$ cat config.mk
export PLATFORM = sky130hd
export DESIGN_NAME = dhk_divmod
export DESIGN_NICKNAME = d
export VERILOG_FILES = /design/src/rtl/dhk_pkg.sv /design/src/rtl/dhk_divmod.sv
export SDC_FILE = /design/constraint.sdc
export NUM_CORES = 1
export LEC_CHECK = 0
export ABC_AREA = 1
export BUFFER_PORTS_ARGS = -buffer_cell sky130_fd_sc_hd__buf_2
export CAP_MARGIN = 20
export CORE_MARGIN = 4
export CORE_UTILIZATION = 44
export DETAILED_ROUTE_END_ITERATION = 10
export HOLD_SLACK_MARGIN = 0.03
export PLACE_DENSITY = 0.76
export SLEW_MARGIN = 20
export SYNTH_ARGS = -nofsm -noshare
export SYNTH_HDL_FRONTEND = slang
export SYNTH_SLANG_ARGS = --single-unit
export TNS_END_PERCENT = 1
$ cat constraint.sdc
create_clock -name clock -period 0.8 [get_ports clock]
set_input_delay 0 -clock clock [delete_from_list [all_inputs] [get_ports clock]]
set_output_delay 0 -clock clock [all_outputs]
set_load 0.05 [all_outputs]
$ cat src/rtl/dhk_pkg.sv
package dhk_pkg;

   // Default table size and derived field widths.
   localparam int TABLE_SLOTS_DEF = 512;
   localparam int LETTER_W        = 5;
   localparam int KEY_W           = 3 * LETTER_W;
   localparam int WORD_W          = 15;
   localparam int LETTER_BASE     = 26;
   localparam int MARK_W          = 2;
   localparam int SLOT_W          = MARK_W + KEY_W;
   localparam int SLOT_IDX_W      = 9;
   localparam int PROBE_W         = 10;

   // Request codes.
   localparam logic [1:0] FUNC_INSERT = 2'd0;
   localparam logic [1:0] FUNC_SEARCH = 2'd1;
   localparam logic [1:0] FUNC_REMOVE = 2'd2;
   localparam logic [1:0] FUNC_NONE   = 2'd3;

   // Result status codes.
   localparam logic [1:0] ST_OK       = 2'd0;
   localparam logic [1:0] ST_DUP      = 2'd1;
   localparam logic [1:0] ST_NOTFOUND = 2'd2;
   localparam logic [1:0] ST_FULL     = 2'd3;

   // Slot marks.
   localparam logic [MARK_W-1:0] MARK_EMPTY    = 2'd0;
   localparam logic [MARK_W-1:0] MARK_OCCUPIED = 2'd1;
   localparam logic [MARK_W-1:0] MARK_TOMB     = 2'd2;

   typedef struct packed {
      logic [1:0]          func;
      logic [LETTER_W-1:0] key_first_letter;
      logic [LETTER_W-1:0] key_second_letter;
      logic [LETTER_W-1:0] key_third_letter;
   } req_type;

   typedef struct packed {
      logic [1:0]            status;
      logic [SLOT_IDX_W-1:0] slot_index;
      logic [PROBE_W-1:0]    probe_count;
      logic [PROBE_W-1:0]    entry_count;
   } rsp_type;

   // Result of the constant divider.
   typedef struct packed {
      logic              valid;
      logic [WORD_W-1:0] quot;
      logic [WORD_W-1:0] rem;
   } dhk_dm_type;

endpackage

$ cat src/rtl/dhk_divmod.sv
module dhk_divmod import dhk_pkg::*; #(
   parameter int DIVISOR = TABLE_SLOTS_DEF
) (
   input  logic              clock,
   input  logic              reset,
   input  logic              in_valid,
   input  logic [WORD_W-1:0] in_x,
   output dhk_dm_type        result
);

   // Quotient estimate by reciprocal multiply; it is low by at most one,
   // and a single compare and subtract corrects it.
   localparam int SH      = 24;
   localparam int RECIP_W = SH - 2;
   localparam int PROD_W  = WORD_W + RECIP_W;
   localparam logic [RECIP_W-1:0] RECIP = RECIP_W'((1 << SH) / DIVISOR);
   localparam logic [WORD_W-1:0]  DIV_V = WORD_W'(DIVISOR);

   logic              v1_ff, v1_in, v2_ff, v2_in, v3_ff, v3_in;
   logic [WORD_W-1:0] x1_ff, x1_in;
   logic [PROD_W-1:0] prod1_ff, prod1_in;
   logic [WORD_W-1:0] q2_ff, q2_in, r2_ff, r2_in;
   logic [WORD_W-1:0] q3_ff, q3_in, r3_ff, r3_in;
   logic [WORD_W-1:0] q_est;

   always_comb begin
      v1_in    = in_valid;
      x1_in    = in_x;
      prod1_in = PROD_W'(in_x) * PROD_W'(RECIP);

      q_est = WORD_W'(prod1_ff[PROD_W-1:SH]);
      v2_in = v1_ff;
      q2_in = q_est;
      r2_in = x1_ff - WORD_W'(q_est * DIV_V);

      v3_in = v2_ff;
      if (r2_ff >= DIV_V) begin
         q3_in = q2_ff + WORD_W'(1);
         r3_in = r2_ff - DIV_V;
      end else begin
         q3_in = q2_ff;
         r3_in = r2_ff;
      end
   end

   always_ff @(posedge clock) begin
      if (reset) begin
         v1_ff <= 1'b0;
         v2_ff <= 1'b0;
         v3_ff <= 1'b0;
      end else begin
         v1_ff <= v1_in;
         v2_ff <= v2_in;
         v3_ff <= v3_in;
      end
      x1_ff    <= x1_in;
      prod1_ff <= prod1_in;
      q2_ff    <= q2_in;
      r2_ff    <= r2_in;
      q3_ff    <= q3_in;
      r3_ff    <= r3_in;
   end

   assign result = '{valid: v3_ff, quot: q3_ff, rem: r3_ff};

endmodule

* Yosys cells after proc, flatten, opt, wreduce, memory -nomap -nowiden
Cells that the tools add are included.
** Word-level totals
- Memories kept :: 0
- Output and inout bits :: 31
- Register bits :: 63
- Word-level logic and storage cells :: 16
- Bits in writable memories :: 0
- Bits of input ports :: 18
- ROM bits :: 0
- Bits in latches :: 0
** Operators by class
- Equality and inequality tests :: 0
- Mux-type cells :: 2
- Reduce and logical (&&, ||, !) cells :: 0
- Div/mod/pow operators :: 0
- Magnitude comparators :: 1
- $add $sub $neg :: 3
- Bitwise gates (word level) :: 0
- Multipliers :: 0
- Shift-type cells :: 0
** Operator list (count)
- >= comparator 15 x 10 -> 1 bit, second input constant :: 1
- 2-to-1 mux 15 bit :: 1
- subtractor 15 x 10 -> 15 bit, second input constant :: 1
- subtractor 15 bit :: 1
- adder 6 x 1 -> 7 bit, second input constant :: 1
- 2-to-1 mux 6 bit :: 1

* Logic depth before layout (Yosys ltp)
- Word-level depth :: 2
- Gate-level depth with buffers :: 2
- Gate-level depth less buffers :: 2

* Least setup slack after synthesis
OpenSTA, ideal clock, no wires.
- Path kind :: reg-to-output
- Start :: register r3_ff[0]
- End :: output port result[0] (netlist name)
- Setup slack :: 0.213 ns
- Arrival :: 0.587 ns
- Data required time :: 0.800 ns
- Buffers on the path :: 0
- Cell stages (with the launch flop) :: 1
- Path through :: dfxtp_1
** RTL lines
- start: declaration :: RTL line dhk_divmod.sv:23 : logic [WORD_W-1:0] q3_ff, q3_in, r3_ff, r3_in;
- start signal: assignment :: RTL line dhk_divmod.sv:61 : r3_ff <= r3_in;
- end: declaration :: RTL line dhk_divmod.sv:8 : output dhk_dm_type result
No word-level cell between the ends.

* Worst setup path in the final report
- Start :: register r3_ff[9]
- End :: output port result[9] (netlist name)
No word-level cell between the ends.

==> reports/results.tsv <==
stage	metric	value	unit
synthesis	Yosys top cell area share	90.4	%
place	area post-placement	1420	um^2
floorplan	effective utilization at floorplan	47.4	%
route	DRT iter0 DRCs	0	
floorplan	IO Count	49	
synthesis	Syn. warnings	0	
timing	worst setup margin	-0.0737	ns
route	Detailed Routing Iterations Pass 1	1	
power	Pleak	0.000866	uW
route	DRC viols	0	
power	Worst VDD drop	2.54	mV
timing	min Tclk post-route	0.874	ns
clock_tree	Root Driver	clkbuf_4	
finish	Area Overhead vs Synth	56.0	%
worst_setup_path	Startpoint Class	flip-flop	
clock_tree	clk sinks	55	
worst_setup_path	CP max stage cell	dfxtp_2	
global_routing	initial antenna violation count	0	
worst_setup_path	critical setup path kind	flip-flop to output pin	
route	Antenna Nets Post-Route	0	
finish	Nets	158	
finish	register area	1130	um^2
floorplan	die area	3670	um^2
synthesis	largest area contributor in the netlist	dfxtp_1	
timing	RSZ-0062 raised after global routing	true	
worst_setup_path	CP endpoint kind	output pin	
timing	Worst Clk Skew	0.0103	ns
clock_tree	H-Tree Level Count	2	
synthesis	cell count after synthesis	77	
floorplan	die height	60.6	um
synthesis	post-synthesis cell type count	6	
clock_tree	clk_lat worst skew	0.36	ns
place	PortBufs	40	
finish	multi-input logic area	67.6	um^2
clock_tree	CTS tree	built	
finish	post-layout util	74.0	%
timing	max-slew violations	0	
place	Final Wtd Congestion	0.618	
clock_tree	Clock Tree Buf Depth	2	
worst_setup_path	crit path max fanout	1	
synthesis	Yosys reg bits	55	
worst_setup_path	Worst Path Arrival	0.87	ns
timing	final hold vios	0	
global_routing	grt total ovfl	0	
finish	share of post-route cells with drive strength above 1	50.4	%
timing	final period utilization	109	%
clock_tree	Clk pin slew, worst setup/hold paths	0.14	ns
job	Max-Cap Viols	0	
outcome	failing checks	setup timing	
route	vias post-DR	646	
worst_hold_path	Min-Delay Path Class	primary input to flip-flop	
synthesis	dominant cells by area after synthesis	dfxtp_1, buf_4, clkbuf_1	
worst_setup_path	R2R setup slack	0.27	ns
finish	Final Cell Area	1900	um^2
floorplan	Die X	60.6	um
worst_setup_path	Worst path max stage delay	0.37	ns
floorplan	row count	18	
global_routing	vias in the first global route	689	
synthesis	synthesized area	1220	um^2
route	vias per cell	3.78	
finish	fin cells	171	
global_routing	largest net degree at the start of global routing	18	
place	Post-Place Cells	146	
place	Detail Placement HPWL	1140	um
finish	most common cell after layout, fill and taps aside	dfxtp_1	
route	Avg WL per Cell	11.3	um
timing	endpoints failing setup	23	
worst_setup_path	CP delay by family, top	flip-flops	
finish	n_diodes	0	
finish	Filler cells	178	
power	pwr/cell area	2500	nW/um^2
worst_setup_path	Critical Path RT	0.80	ns
synthesis	Syn Area/Cell	15.8	um^2
floorplan	Core Box Area	2570	um^2
clock_tree	setup bufs post-CTS	0	
global_routing	first-pass GRT wire length	3020	um
worst_setup_path	cells along the critical path	buf_8	
global_routing	GR Util All Layers	12.1	%
clock_tree	Num CTS Buffers	5	
worst_setup_path	Buf/Inv on CP	1	
synthesis	post-synthesis sequential area ratio	90.4	%
outcome	status	finished, violations left	
timing	FMAX	1140	MHz
finish	most frequent cells in the layout	dfxtp_1, dfxtp_2, buf_8	
route	drt total wl	1930	um
power	Tot Pwr	4740	uW
[repair_timing]
action / CTS / global route
setup endpoints to repair: 23 / 23
gates resized for setup: 78 / 10
pin swaps: 0 / 0
hold buffers: 17 / 0
cloned: 0 / 0
endpoints found under the hold margin: 18 / 0
[final timing paths]
| check | cells after the start | from | to |
|---|---|---|---|
| setup / recovery | 1 | r3_ff[9] | result[9] |
| hold / removal | 2 | in_x[12] | prod1_ff[27] |
| hold reg to reg | 0 | r2_ff[3] | r3_ff[3] |
| setup reg to reg | 2 | v2_ff | v3_ff |
[layer usage]
| layer | vias to the layer above | track usage, % | part of all wire [%] |
|---|---|---|---|
| li1 | 325 | - | - |
| met1 | 285 | 9.74 | 31 |
| met2 | 34 | 22.6 | 57 |
| met3 | 2 | 7.87 | 10 |
| met4 | 0 | 4.95 | 1.5 |
| met5 | - | 0 | 0 |
[cells by family after synthesis]
group,Yosys count,share of synthesized area [%]
flops,55,90.4
buf+inv,18,8.32
simple gates,3,0.925
other cells,1,0.308
[through the flow]
stage | worst slack, ns | hold WS, ns | TNS, ns
finish | -0.0737 | 0.263 | -1.31
global route | -0.123 | 0.242 | -2.47
CTS | -0.0834 | 0.245 | -1.62
detailed placement | 0.243 | 0.104 | 0
global placement | 0.262 | 0.103 | 0
floorplan | 0.213 | 0.0277 | 0
[layout make-up]
cell class	instances	share of cell area (%)
inverter	3	0.593
timing repair buffer	57	30.8
tap	30	1.98
clock inverter	2	0.856
clock buffer	6	2.70
multi-input combinational	18	3.56
sequential	55	59.5
[state kept, by name, summed over array words and instances, names as in the netlist]
| register | cells |
|---|---|
| r3_ff | 15 |
| r2_ff | 9 |
| prod1_ff | 15 |
| v3_ff | 1 |
| q2_ff | 6 |
| v2_ff | 1 |
| q3_ff | 7 |
| v1_ff | 1 |
[cells in the mapped netlist (all sizes together)]
library cell / n
buf: 9
clkbuf: 6
conb: 1
dfxtp: 55
inv: 3
nor2: 3
[where the power goes]
group	total (uW)	leakage, uW	internal [uW]	switching (uW)
registers	2950	0.000464	2900	54.3
logic	583	0.000367	234	350
clock network	1210	0.0000345	434	777
total	4740	0.000866	3560	1180
No activity file was read; power rests on OpenSTA's default activity.
